`src/rtl/tbk_pkg.sv`:
```
`timescale 1ns / 1ps
`default_nettype none
// ----------------------------------------------------------------------------
// Token bucket package
// Widths, reset values, request and register codes, FSM states and the
// structs that pass between the token bucket modules.
// ----------------------------------------------------------------------------
package tbk_pkg;

  // Number of users and fixed-point format of a level.
  localparam int USERS      = 16;
  localparam int FRAC_BITS  = 16;

  // Field widths.
  localparam int LEVEL_W    = 32;
  localparam int SIZE_W     = 16;
  localparam int PERIOD_W   = 32;
  localparam int ELAPSED_W  = 32;
  localparam int TOKENS_W   = 16;
  localparam int USER_IDX_W = 4;
  localparam int REQ_W      = 2;
  localparam int CFG_IDX_W  = 4;
  localparam int CFG_DATA_W = 32;

  // Memory address width and a wide index used for the range check.
  localparam int USER_W     = (USERS > 1) ? $clog2(USERS) : 1;
  localparam int IDX_EXT_W  = ((USER_W > USER_IDX_W) ? USER_W : USER_IDX_W) + 1;

  // Divider and cap widths.
  localparam int DIVIDEND_W = ELAPSED_W + FRAC_BITS;
  localparam int DIV_CNT_W  = $clog2(DIVIDEND_W + 1);
  localparam int CAP_EXT_W  = LEVEL_W + FRAC_BITS;

  // Reset values of the registers and of every bucket.
  localparam int unsigned RESET_SIZE   = 50;
  localparam int unsigned RESET_PERIOD = 200000;
  localparam logic [LEVEL_W-1:0] RESET_LEVEL =
    LEVEL_W'(64'(RESET_SIZE) << FRAC_BITS);
  localparam logic [LEVEL_W-1:0] ONE_TOKEN = LEVEL_W'(64'(1) << FRAC_BITS);

  // Request codes; the fourth code only reports a level.
  typedef enum logic [REQ_W-1:0] {
    REQ_TICK = 2'd0,
    REQ_GET  = 2'd1,
    REQ_INIT = 2'd2
  } req_type_t;

  // Configuration register indexes.
  typedef enum logic [CFG_IDX_W-1:0] {
    CFG_BUCKET_SIZE  = 4'd0,
    CFG_TOKEN_PERIOD = 4'd1
  } cfg_reg_t;

  // Control sequencer states.
  typedef enum logic [2:0] {
    S_IDLE,
    S_READ,
    S_MOD,
    S_DIV_GO,
    S_DIV_WAIT,
    S_WALK_RD,
    S_WALK_WR,
    S_OUT
  } state_t;

  // Access to the level memory.
  typedef struct packed {
    logic               we;
    logic [USER_W-1:0]  waddr;
    logic [LEVEL_W-1:0] wdata;
    logic [USER_W-1:0]  raddr;
  } ram_req_t;

  // Divider command and response.
  typedef struct packed {
    logic                  start;
    logic [DIVIDEND_W-1:0] dividend;
    logic [PERIOD_W-1:0]   divisor;
  } div_cmd_t;

  typedef struct packed {
    logic               done;
    logic [LEVEL_W-1:0] quotient;
  } div_rsp_t;

endpackage
`default_nettype wire

```
`src/rtl/tbk_ifs.sv`:
```
`timescale 1ns / 1ps
`default_nettype none
// ----------------------------------------------------------------------------
// Token bucket channels
// Valid/ready channels for requests, results and configuration writes.
// ----------------------------------------------------------------------------

// Request channel.
interface tbk_req_if import tbk_pkg::*; ();
  logic                  valid;
  logic                  ready;
  logic [REQ_W-1:0]      req_type;
  logic [USER_IDX_W-1:0] user_index;
  logic [ELAPSED_W-1:0]  elapsed_us;

  modport source (output valid, req_type, user_index, elapsed_us, input ready);
  modport sink   (input valid, req_type, user_index, elapsed_us, output ready);
endinterface

// Result channel.
interface tbk_rsp_if import tbk_pkg::*; ();
  logic                valid;
  logic                ready;
  logic                granted;
  logic [TOKENS_W-1:0] level_tokens;

  modport source (output valid, granted, level_tokens, input ready);
  modport sink   (input valid, granted, level_tokens, output ready);
endinterface

// Configuration write channel.
interface tbk_cfg_if import tbk_pkg::*; ();
  logic                  valid;
  logic                  ready;
  logic [CFG_IDX_W-1:0]  index;
  logic [CFG_DATA_W-1:0] data;

  modport source (output valid, index, data, input ready);
  modport sink   (input valid, index, data, output ready);
endinterface
`default_nettype wire

```
`src/rtl/tbk_div.sv`:
```
`timescale 1ns / 1ps
`default_nettype none
// ----------------------------------------------------------------------------
// Token bucket refill divider
// Restoring divider, one quotient bit per cycle, with the quotient
// saturated to the level width.
// ----------------------------------------------------------------------------
module tbk_div import tbk_pkg::*; (
  input  wire logic     clk,
  input  wire logic     rst,
  input  wire div_cmd_t cmd,
  output div_rsp_t      rsp
);

  logic                  busy;
  logic                  done;
  logic [DIV_CNT_W-1:0]  cnt;
  logic [DIVIDEND_W-1:0] quo;
  logic [PERIOD_W-1:0]   rem;
  logic [PERIOD_W-1:0]   dsr;
  logic [PERIOD_W:0]     rem_sh;
  logic [PERIOD_W:0]     diff;
  logic                  fits;

  // Shift in the next dividend bit and trial-subtract the divisor.
  always_comb begin
    rem_sh = {rem, quo[DIVIDEND_W-1]};
    fits   = rem_sh >= {1'b0, dsr};
    diff   = rem_sh - {1'b0, dsr};
  end

  // Control of the iteration.
  always_ff @(posedge clk) begin
    if (rst) begin
      busy <= 1'b0;
      done <= 1'b0;
      cnt  <= '0;
    end else begin
      done <= 1'b0;
      if (cmd.start) begin
        busy <= 1'b1;
        cnt  <= '0;
      end else if (busy) begin
        cnt <= cnt + 1'b1;
        if (cnt == DIV_CNT_W'(DIVIDEND_W - 1)) begin
          busy <= 1'b0;
          done <= 1'b1;
        end
      end
    end
  end

  // Remainder and quotient shift register.
  always_ff @(posedge clk) begin
    if (cmd.start) begin
      quo <= cmd.dividend;
      rem <= '0;
      dsr <= cmd.divisor;
    end else if (busy) begin
      rem <= fits ? diff[PERIOD_W-1:0] : rem_sh[PERIOD_W-1:0];
      quo <= {quo[DIVIDEND_W-2:0], fits};
    end
  end

  // Saturate the quotient to the level width.
  always_comb begin
    rsp.done     = done;
    rsp.quotient = (|(quo >> LEVEL_W)) ? '1 : quo[LEVEL_W-1:0];
  end

  // A result is only reported at the end of a running division.
  a_done_after_busy: assert property (@(posedge clk) disable iff (rst)
    done |-> $past(busy))
    else $error("divider done without a running division");

endmodule
`default_nettype wire

```
`src/rtl/tbk_ram.sv`:
```
`timescale 1ns / 1ps
`default_nettype none
// ----------------------------------------------------------------------------
// Token bucket level memory
// One write and one registered read port. A per-entry valid bit makes an
// entry that was not written since reset read as a full bucket.
// ----------------------------------------------------------------------------
module tbk_ram import tbk_pkg::*; (
  input  wire logic     clk,
  input  wire logic     rst,
  input  wire ram_req_t req,
  output logic [LEVEL_W-1:0] rd_data
);

  logic [LEVEL_W-1:0] mem [USERS];
  logic [USERS-1:0]   vld;
  logic [LEVEL_W-1:0] rd_mem;
  logic               rd_hit;

  // Storage and registered read.
  always_ff @(posedge clk) begin
    if (req.we) begin
      mem[req.waddr] <= req.wdata;
    end
    rd_mem <= mem[req.raddr];
  end

  // Valid bits, cleared at reset.
  always_ff @(posedge clk) begin
    if (rst) begin
      vld    <= '0;
      rd_hit <= 1'b0;
    end else begin
      if (req.we) begin
        vld[req.waddr] <= 1'b1;
      end
      rd_hit <= vld[req.raddr];
    end
  end

  // An entry never written holds the reset level.
  assign rd_data = rd_hit ? rd_mem : RESET_LEVEL;

endmodule
`default_nettype wire

```
`src/rtl/multi_user_token_bucket.sv`:
```
`timescale 1ns / 1ps
`default_nettype none
// ----------------------------------------------------------------------------
// Multi-user token bucket
// Per-user token levels in fixed point, refilled by elapsed time and
// taken one token at a time.
// ----------------------------------------------------------------------------
// Usage:
//   req carries one item: req_type, user_index and elapsed_us. rsp returns
//   one item per request: granted and the integer level_tokens of the
//   addressed user. cfg writes bucket_size (index 0) or token_period_us
//   (index 1); it is always ready. It must be written only while the block
//   is idle; the block itself does not enforce this. A get, init or report
//   item passes the read, modify and result states, and get and init write
//   the level back to memory. A tick first divides elapsed_us scaled by the
//   fraction bits by the token period in a bit-serial divider, then walks
//   all users with a read state and a write state each.
//   One item is in work at a time; the next is accepted once the result has
//   moved into the output register, so a result waiting on rsp does not stop
//   the next item from entering.
//   When the receiver stalls, the result holds in the output register and
//   the following result waits in the sequencer until the register is free.
//   Reset restores the register defaults and marks every bucket full at the
//   default size; it takes effect with no clearing pass.
// ----------------------------------------------------------------------------
module multi_user_token_bucket import tbk_pkg::*; (
  input  wire logic clk,
  input  wire logic rst,
  tbk_req_if.sink   req,
  tbk_rsp_if.source rsp,
  tbk_cfg_if.sink   cfg
);

  state_t state;
  state_t state_next;

  // Configuration registers.
  logic [SIZE_W-1:0]   bucket_size;
  logic [PERIOD_W-1:0] token_period;

  // Captured request.
  req_type_t            req_r;
  logic [USER_W-1:0]    addr_r;
  logic                 user_ok_r;
  logic [ELAPSED_W-1:0] elapsed_r;

  // Refill increment and walk position.
  logic [LEVEL_W-1:0] inc_r;
  logic [USER_W-1:0]  walk_idx;

  // Pending result and output register.
  logic                res_granted;
  logic [TOKENS_W-1:0] res_level;
  logic                rsp_valid;
  logic                rsp_granted;
  logic [TOKENS_W-1:0] rsp_level;

  // Datapath signals.
  logic [IDX_EXT_W-1:0] idx_ext;
  logic [CAP_EXT_W-1:0] cap_ext;
  logic [LEVEL_W-1:0]   cap_level;
  logic [LEVEL_W-1:0]   rd_level;
  logic [LEVEL_W:0]     walk_sum;
  logic [LEVEL_W-1:0]   walk_level;
  logic                 get_ok;
  logic [LEVEL_W-1:0]   mod_level;
  logic                 walk_last;
  logic                 in_take;
  logic                 out_free;
  ram_req_t             ram_req;
  div_cmd_t             div_cmd;
  div_rsp_t             div_rsp;

  tbk_ram u_ram (
    .clk     (clk),
    .rst     (rst),
    .req     (ram_req),
    .rd_data (rd_level)
  );

  tbk_div u_div (
    .clk (clk),
    .rst (rst),
    .cmd (div_cmd),
    .rsp (div_rsp)
  );

  // Handshake terms.
  assign in_take   = req.valid && req.ready;
  assign out_free  = !rsp_valid || rsp.ready;
  assign walk_last = walk_idx == USER_W'(USERS - 1);
  assign idx_ext   = IDX_EXT_W'(req.user_index);

  // Level cap, saturated to the level width.
  always_comb begin
    cap_ext   = CAP_EXT_W'(bucket_size) << FRAC_BITS;
    cap_level = (|(cap_ext >> LEVEL_W)) ? '1 : cap_ext[LEVEL_W-1:0];
  end

  // Refill of one bucket during the walk.
  always_comb begin
    walk_sum   = {1'b0, rd_level} + {1'b0, inc_r};
    walk_level = (walk_sum > {1'b0, cap_level}) ? cap_level : walk_sum[LEVEL_W-1:0];
  end

  // Get, init or report on the addressed bucket.
  always_comb begin
    get_ok = rd_level >= ONE_TOKEN;
    case (req_r)
      REQ_GET:  mod_level = get_ok ? rd_level - ONE_TOKEN : rd_level;
      REQ_INIT: mod_level = cap_level;
      default:  mod_level = rd_level;
    endcase
  end

  // Next state.
  always_comb begin
    state_next = state;
    case (state)
      S_IDLE: begin
        if (req.valid) begin
          state_next = (req_type_t'(req.req_type) == REQ_TICK) ? S_DIV_GO : S_READ;
        end
      end
      S_READ:     state_next = S_MOD;
      S_MOD:      state_next = S_OUT;
      S_DIV_GO:   state_next = S_DIV_WAIT;
      S_DIV_WAIT: state_next = div_rsp.done ? S_WALK_RD : S_DIV_WAIT;
      S_WALK_RD:  state_next = S_WALK_WR;
      S_WALK_WR:  state_next = walk_last ? S_OUT : S_WALK_RD;
      S_OUT:      state_next = out_free ? S_IDLE : S_OUT;
      default:    state_next = S_IDLE;
    endcase
  end

  // Outputs of the sequencer: handshake, memory access and divider start.
  always_comb begin
    req.ready        = 1'b0;
    ram_req.we       = 1'b0;
    ram_req.waddr    = addr_r;
    ram_req.wdata    = mod_level;
    ram_req.raddr    = addr_r;
    div_cmd.start    = 1'b0;
    div_cmd.dividend = DIVIDEND_W'(elapsed_r) << FRAC_BITS;
    div_cmd.divisor  = (token_period == '0) ? PERIOD_W'(1) : token_period;
    case (state)
      S_IDLE:   req.ready = 1'b1;
      S_MOD: begin
        ram_req.we = user_ok_r && (req_r == REQ_GET || req_r == REQ_INIT);
      end
      S_DIV_GO: div_cmd.start = 1'b1;
      S_WALK_RD: begin
        ram_req.raddr = walk_idx;
      end
      S_WALK_WR: begin
        ram_req.we    = 1'b1;
        ram_req.waddr = walk_idx;
        ram_req.wdata = walk_level;
      end
      default: ;
    endcase
  end

  // State register.
  always_ff @(posedge clk) begin
    if (rst) begin
      state <= S_IDLE;
    end else begin
      state <= state_next;
    end
  end

  // Configuration registers; the port never stalls.
  assign cfg.ready = 1'b1;

  always_ff @(posedge clk) begin
    if (rst) begin
      bucket_size  <= SIZE_W'(RESET_SIZE);
      token_period <= PERIOD_W'(RESET_PERIOD);
    end else if (cfg.valid) begin
      case (cfg_reg_t'(cfg.index))
        CFG_BUCKET_SIZE:  bucket_size  <= cfg.data[SIZE_W-1:0];
        CFG_TOKEN_PERIOD: token_period <= cfg.data[PERIOD_W-1:0];
        default: ;
      endcase
    end
  end

  // Request capture, refill walk and result build-up.
  always_ff @(posedge clk) begin
    if (in_take) begin
      req_r       <= req_type_t'(req.req_type);
      addr_r      <= idx_ext[USER_W-1:0];
      user_ok_r   <= idx_ext < IDX_EXT_W'(USERS);
      elapsed_r   <= req.elapsed_us;
      res_granted <= 1'b0;
      res_level   <= '0;
    end
    if (state == S_DIV_WAIT && div_rsp.done) begin
      inc_r    <= div_rsp.quotient;
      walk_idx <= '0;
    end
    if (state == S_WALK_WR) begin
      walk_idx <= walk_idx + 1'b1;
      if (user_ok_r && walk_idx == addr_r) begin
        res_level <= TOKENS_W'(walk_level >> FRAC_BITS);
      end
    end
    if (state == S_MOD) begin
      res_granted <= user_ok_r && req_r == REQ_GET && get_ok;
      res_level   <= user_ok_r ? TOKENS_W'(mod_level >> FRAC_BITS) : '0;
    end
  end

  // Output register.
  always_ff @(posedge clk) begin
    if (rst) begin
      rsp_valid <= 1'b0;
    end else if (state == S_OUT && out_free) begin
      rsp_valid <= 1'b1;
    end else if (rsp.ready) begin
      rsp_valid <= 1'b0;
    end
  end

  always_ff @(posedge clk) begin
    if (state == S_OUT && out_free) begin
      rsp_granted <= res_granted;
      rsp_level   <= res_level;
    end
  end

  assign rsp.valid        = rsp_valid;
  assign rsp.granted      = rsp_granted;
  assign rsp.level_tokens = rsp_level;

  // An accepted item starts either a lookup or a refill.
  a_accept_starts: assert property (@(posedge clk) disable iff (rst)
    in_take |=> (state == S_READ || state == S_DIV_GO))
    else $error("accepted item did not start work");

  // A refilled level never exceeds the cap.
  a_walk_capped: assert property (@(posedge clk) disable iff (rst)
    (state == S_WALK_WR) |-> (walk_level <= cap_level))
    else $error("refilled level above cap");

  // A new result appears only out of the result state.
  a_result_source: assert property (@(posedge clk) disable iff (rst)
    $rose(rsp_valid) |-> ($past(state) == S_OUT))
    else $error("result raised outside the result state");

endmodule
`default_nettype wire

```
`src/flat_wrapper.sv`:
```
// flat-port wrapper written by rule: the top's interface ports become plain ports
module multi_user_token_bucket_flat import tbk_pkg::*;
  (clk, rst, req_valid, req_req_type, req_user_index, req_elapsed_us, req_ready, rsp_valid, rsp_granted, rsp_level_tokens, rsp_ready, cfg_valid, cfg_index, cfg_data, cfg_ready);
  tbk_req_if req_i ();
  tbk_rsp_if rsp_i ();
  tbk_cfg_if cfg_i ();
  input  wire logic clk;
  input  wire logic rst;
  input wire logic [$bits(req_i.valid)-1:0] req_valid;
  input wire logic [$bits(req_i.req_type)-1:0] req_req_type;
  input wire logic [$bits(req_i.user_index)-1:0] req_user_index;
  input wire logic [$bits(req_i.elapsed_us)-1:0] req_elapsed_us;
  output wire logic [$bits(req_i.ready)-1:0] req_ready;
  output wire logic [$bits(rsp_i.valid)-1:0] rsp_valid;
  output wire logic [$bits(rsp_i.granted)-1:0] rsp_granted;
  output wire logic [$bits(rsp_i.level_tokens)-1:0] rsp_level_tokens;
  input wire logic [$bits(rsp_i.ready)-1:0] rsp_ready;
  input wire logic [$bits(cfg_i.valid)-1:0] cfg_valid;
  input wire logic [$bits(cfg_i.index)-1:0] cfg_index;
  input wire logic [$bits(cfg_i.data)-1:0] cfg_data;
  output wire logic [$bits(cfg_i.ready)-1:0] cfg_ready;
  assign req_i.valid = req_valid;
  assign req_i.req_type = req_req_type;
  assign req_i.user_index = req_user_index;
  assign req_i.elapsed_us = req_elapsed_us;
  assign req_ready = req_i.ready;
  assign rsp_valid = rsp_i.valid;
  assign rsp_granted = rsp_i.granted;
  assign rsp_level_tokens = rsp_i.level_tokens;
  assign rsp_i.ready = rsp_ready;
  assign cfg_i.valid = cfg_valid;
  assign cfg_i.index = cfg_index;
  assign cfg_i.data = cfg_data;
  assign cfg_ready = cfg_i.ready;
  multi_user_token_bucket u_core (.clk(clk), .rst(rst), .req(req_i), .rsp(rsp_i), .cfg(cfg_i));
endmodule
```
`config.mk`:
```
export PLATFORM = sky130hd
export DESIGN_NAME = multi_user_token_bucket_flat
export DESIGN_NICKNAME = d
export VERILOG_FILES = /design/src/rtl/tbk_pkg.sv /design/src/rtl/tbk_ifs.sv /design/src/rtl/tbk_div.sv /design/src/rtl/tbk_ram.sv /design/src/rtl/multi_user_token_bucket.sv /design/src/flat_wrapper.sv
export SDC_FILE = /design/constraint.sdc
export NUM_CORES = 1
export LEC_CHECK = 0
export BUFFER_PORTS_ARGS = -buffer_cell sky130_fd_sc_hd__buf_2
export CORE_MARGIN = 10
export CORE_UTILIZATION = 40
export CTS_CLUSTER_DIAMETER = 30
export DETAILED_ROUTE_END_ITERATION = 6
export PLACE_DENSITY = 0.54
export SLEW_MARGIN = 20
export SYNTH_ARGS = -nofsm -noshare
export SYNTH_HDL_FRONTEND = slang
export SYNTH_SLANG_ARGS = --single-unit
```
`constraint.sdc`:
```
create_clock -name clk -period 7.9 [get_ports clk]
set_input_delay 0.79 -clock clk [delete_from_list [all_inputs] [get_ports clk]]
set_output_delay 0.79 -clock clk [all_outputs]
set_load 0.005 [all_outputs]
```
==> metrics.cfg <==
[clock_network]
clock_sinks = 841
cts_max_path_buffers = 3
root_buffer = clkbuf_16
cts_resized = 0
cts_tree = built
cts_setup_buffers = 0
ctsHoldBuffers = 0
clock_latency_ns = 0.76
ctsHtreeMaxLevel = 4
cts_made_buffers = 171
cts.clk_slew.worst_paths_ns = 0.05

[cells_and_area]
nets = 3562
multi_input_area_um2 = 13230
fillers = 8219
ff_latch_area_um2 = 23530
stdcell_area_um2 = 45580
drive_above_1_share_pct = 15.28
area_delta_synth_final_pct = 20.67

[die]
die_area_um2 = 107100
dieHeight_um = 327.3
rows = 112
start_util_pct = 40.41
num_io_pins = 99
fp.dieW_um = 327.3
coreArea_um2 = 93470

[detailed_routing]
drc = 0
post_drt_wl_per_cell_um = 22.57
dr.pass1.iters = 5
drt_iter0_drc = 2211
vias = 26900
antenna_left = 0
wl_um = 108400
vias_per_cell = 5.601

[setup_path]
cpMostUsedCell = a21oi_1
criticalPathCategory = register to register
r2r-start = u_core.u_ram.rd_hit$_SDFF_PP0_
cp_data_required_time_ns = 8.30
slowest_stage = a21oi_1
cp-start-kind = register
worst-endpoint-arrival_ns = 7.89
critPathMaxStageDelay_ns = 0.92
setup.worst_path.end_class = register
startpoint = u_core.u_ram.rd_hit$_SDFF_PP0_
cp_max_fo = 18
path_cells = buf_4 -> nand2_1 -> fa_1 -> nor2b_1 -> or3_1 -> a31oi_1 -> a21oi_1 -> a211o_1 -> a21oi_1 -> nor4bb_1 -> a211oi_1 -> ha_1 -> nand4_1 -> or2_0 -> or4b_1 -> or4_1 -> nor4_2 -> o2111a_1 -> a41oi_2 -> nor3_4 -> buf_4 -> mux2i_1 -> a21oi_1
crit_family = compound AO/OA/AOI/OAI gates
path_buf_inv = 2

[synth]
synth_edf_count = 668
synth_nets = 3468
ys_ff_latch = 841
async_flop_share_pct = 0
avgSynthCellArea_um2 = 11.42
yosysSeqAreaShare_pct = 62.28
synthesis.area_um2 = 37770
synth_cell_type_count = 85
yosysWarningCount = 0
synth_cells = 3307
ys.flop_type = edfxtp_1

[sta]
fin_setup_tns_ns = 0
final.period_utilization_pct = 94.83
slew_violations = 0
rsz0062_at_grt = false
fin_skew_ns = 0.05327
period_minus_slack_ns = 7.492
relSlewSlack_pct = 25.05
fmax_ghz = 0.1335
worst_slack_ns = 0.4083
timing.final.hold_violations = 0
worst_slew_pin_slew_ns = 1.124
setup-violations-final = 0

[placement]
place_area_um2 = 39610
globalplace.congestion = 0.9537
place_ws_ns = 0.4471
hpwlAfterDp_um = 64620
portBuffers = 97

[global_route]
grt_use_met3_pct = 4.109
grt_pass1_vias = 26490
top_usage_layer = met2
use_met1_pct = 26.66
grt_max_degree = 182
grtUsageTotal_pct = 19.73
grt_overflow = 0
grt_antenna_before_repair = 3
grt_pass1_wl_um = 162000
grt.met2_usage_pct = 31.24

[hold_path]
min-delay-start = req_elapsed_us[23]
hp-class = input port to register

[flow_run]
cap_violations = 0

[power_and_ir_drop]
peakVddDrop_v = 0.0002089
p_leak_nw = 16.32
p_per_area_nw_per_um2 = 337.7

[status]
status = completed

==> report_power, final <==
group | switching, mW | internal, mW
clock network | 2.41 | 4.77
registers | 0.230 | 5.19
logic | 1.80 | 1.01
total | 4.43 | 11.0
==> final timing paths <==
kind                                                               to  slack [ns]  cells after the start
worst max-delay path               u_core.u_ram.mem[13][27]$_DFFE_PP_        0.41                     23
worst min-delay path                   u_core.elapsed_r[23]$_DFFE_PP_        0.22                      1
worst max register to register     u_core.u_ram.mem[13][27]$_DFFE_PP_        0.41                     23
worst min register to register  u_core.rsp.level_tokens[10]$_DFFE_PP_        0.44                      0
==> cell families (layout without fill, tap and decap cells) <==
family                   Yosys count  count (layout)  synth area share [%]
other                              1               2              0.009929
AND/OR/NAND/NOR                 1135            1135                 14.08
multiplexers                      67              67                 1.805
buffers and inverters            327             568                 3.382
AO/OA/AOI/OAI                    802             802                 14.49
flip-flops                       841             841                 62.28
XOR/XNOR                          52              52                 1.206
adder cells (fa/ha/maj)           82              82                 2.756
==> layer usage <==
layer  wire (um)  vias up  share of wire, %
met4        2842        0               2.6
met5           0        -                 0
met3        6748      192               6.2
met1       48530    13370                45
li1            -    12490                 -
met2       50270      854                46
==> synth_stat cells (58+ instances only) <==
cell type | n | area [um2]
a311oi_1 | 72 | 630.6
ha_1 | 80 | 1001
and2_1 | 153 | 957.2
edfxtp_1 | 668 | 20060
o21ai_0 | 59 | 295.3
clkbuf_1 | 201 | 754.5
a211oi_1 | 191 | 1434
a31oi_1 | 82 | 513.0
nor2_1 | 178 | 668.1
a21oi_1 | 215 | 1076
mux2i_1 | 58 | 580.6
dfxtp_1 | 173 | 3463
inv_1 | 94 | 352.8
nand2_1 | 529 | 1986
==> cells in the final DEF, fill, tap and decap left out, types with 20 or more instances in the layout <==
cell type	instances
buf_4	53
xnor2_1	31
xor2_1	21
or2_2	39
ha_1	80
a211oi_1	191
a311oi_1	72
nand2b_1	23
nor4_1	20
nand2_1	528
a21oi_1	214
and2_1	152
nand3_1	50
clkbuf_16	174
nand4_1	22
o21ai_0	59
clkinv_2	29
nor3_1	32
nor2_1	160
mux2i_1	44
clkbuf_1	20
buf_2	97
a21o_1	36
nor2b_1	21
edfxtp_1	668
dfxtp_1	172
inv_1	93
a31oi_1	82
==> stage by stage <==
step / total power [mW] / utilization [%] / std cells / hold WS, ns
4_1_cts: 15.47 / 48.72 / 4802 / 0.1619
2_1_floorplan: 7.405 / - / 3307 / 0.4003
5_1_grt: 16.06 / 48.76 / 4802 / 0.1840
3_3_place_gp: 8.204 / 42.36 / 4482 / 0.4228
6_report: 15.39 / 48.76 / 4803 / 0.2216
3_5_place_dp: 8.243 / 42.37 / 4482 / 0.4230
==> cell type report <==
cell class | instances | share of cell area (%)
inverter | 94 | 0.7769
timing repair buffer | 154 | 2.114
antenna | 1 | 0.005491
clock buffer | 207 | 10.11
clock inverter | 113 | 2.899
sequential | 841 | 51.62
multi-input combinational | 2139 | 29.03
tap | 1254 | 3.443
==> flip-flops by register name (all words and copies together), names as in the netlist, 6 cells and up <==
signal                   flops
u_core.token_period         32
u_core.res_level            16
u_core.u_div.cnt             6
u_core.rsp.level_tokens     16
u_core.u_ram.rd_mem         32
u_core.inc_r                32
u_core.u_div.quo            48
u_core.elapsed_r            32
u_core.bucket_size          16
u_core.u_ram.mem           512
u_core.u_div.rem            32
u_core.u_ram.vld            16
u_core.u_div.dsr            32
(Power assumes the default switching activity.)
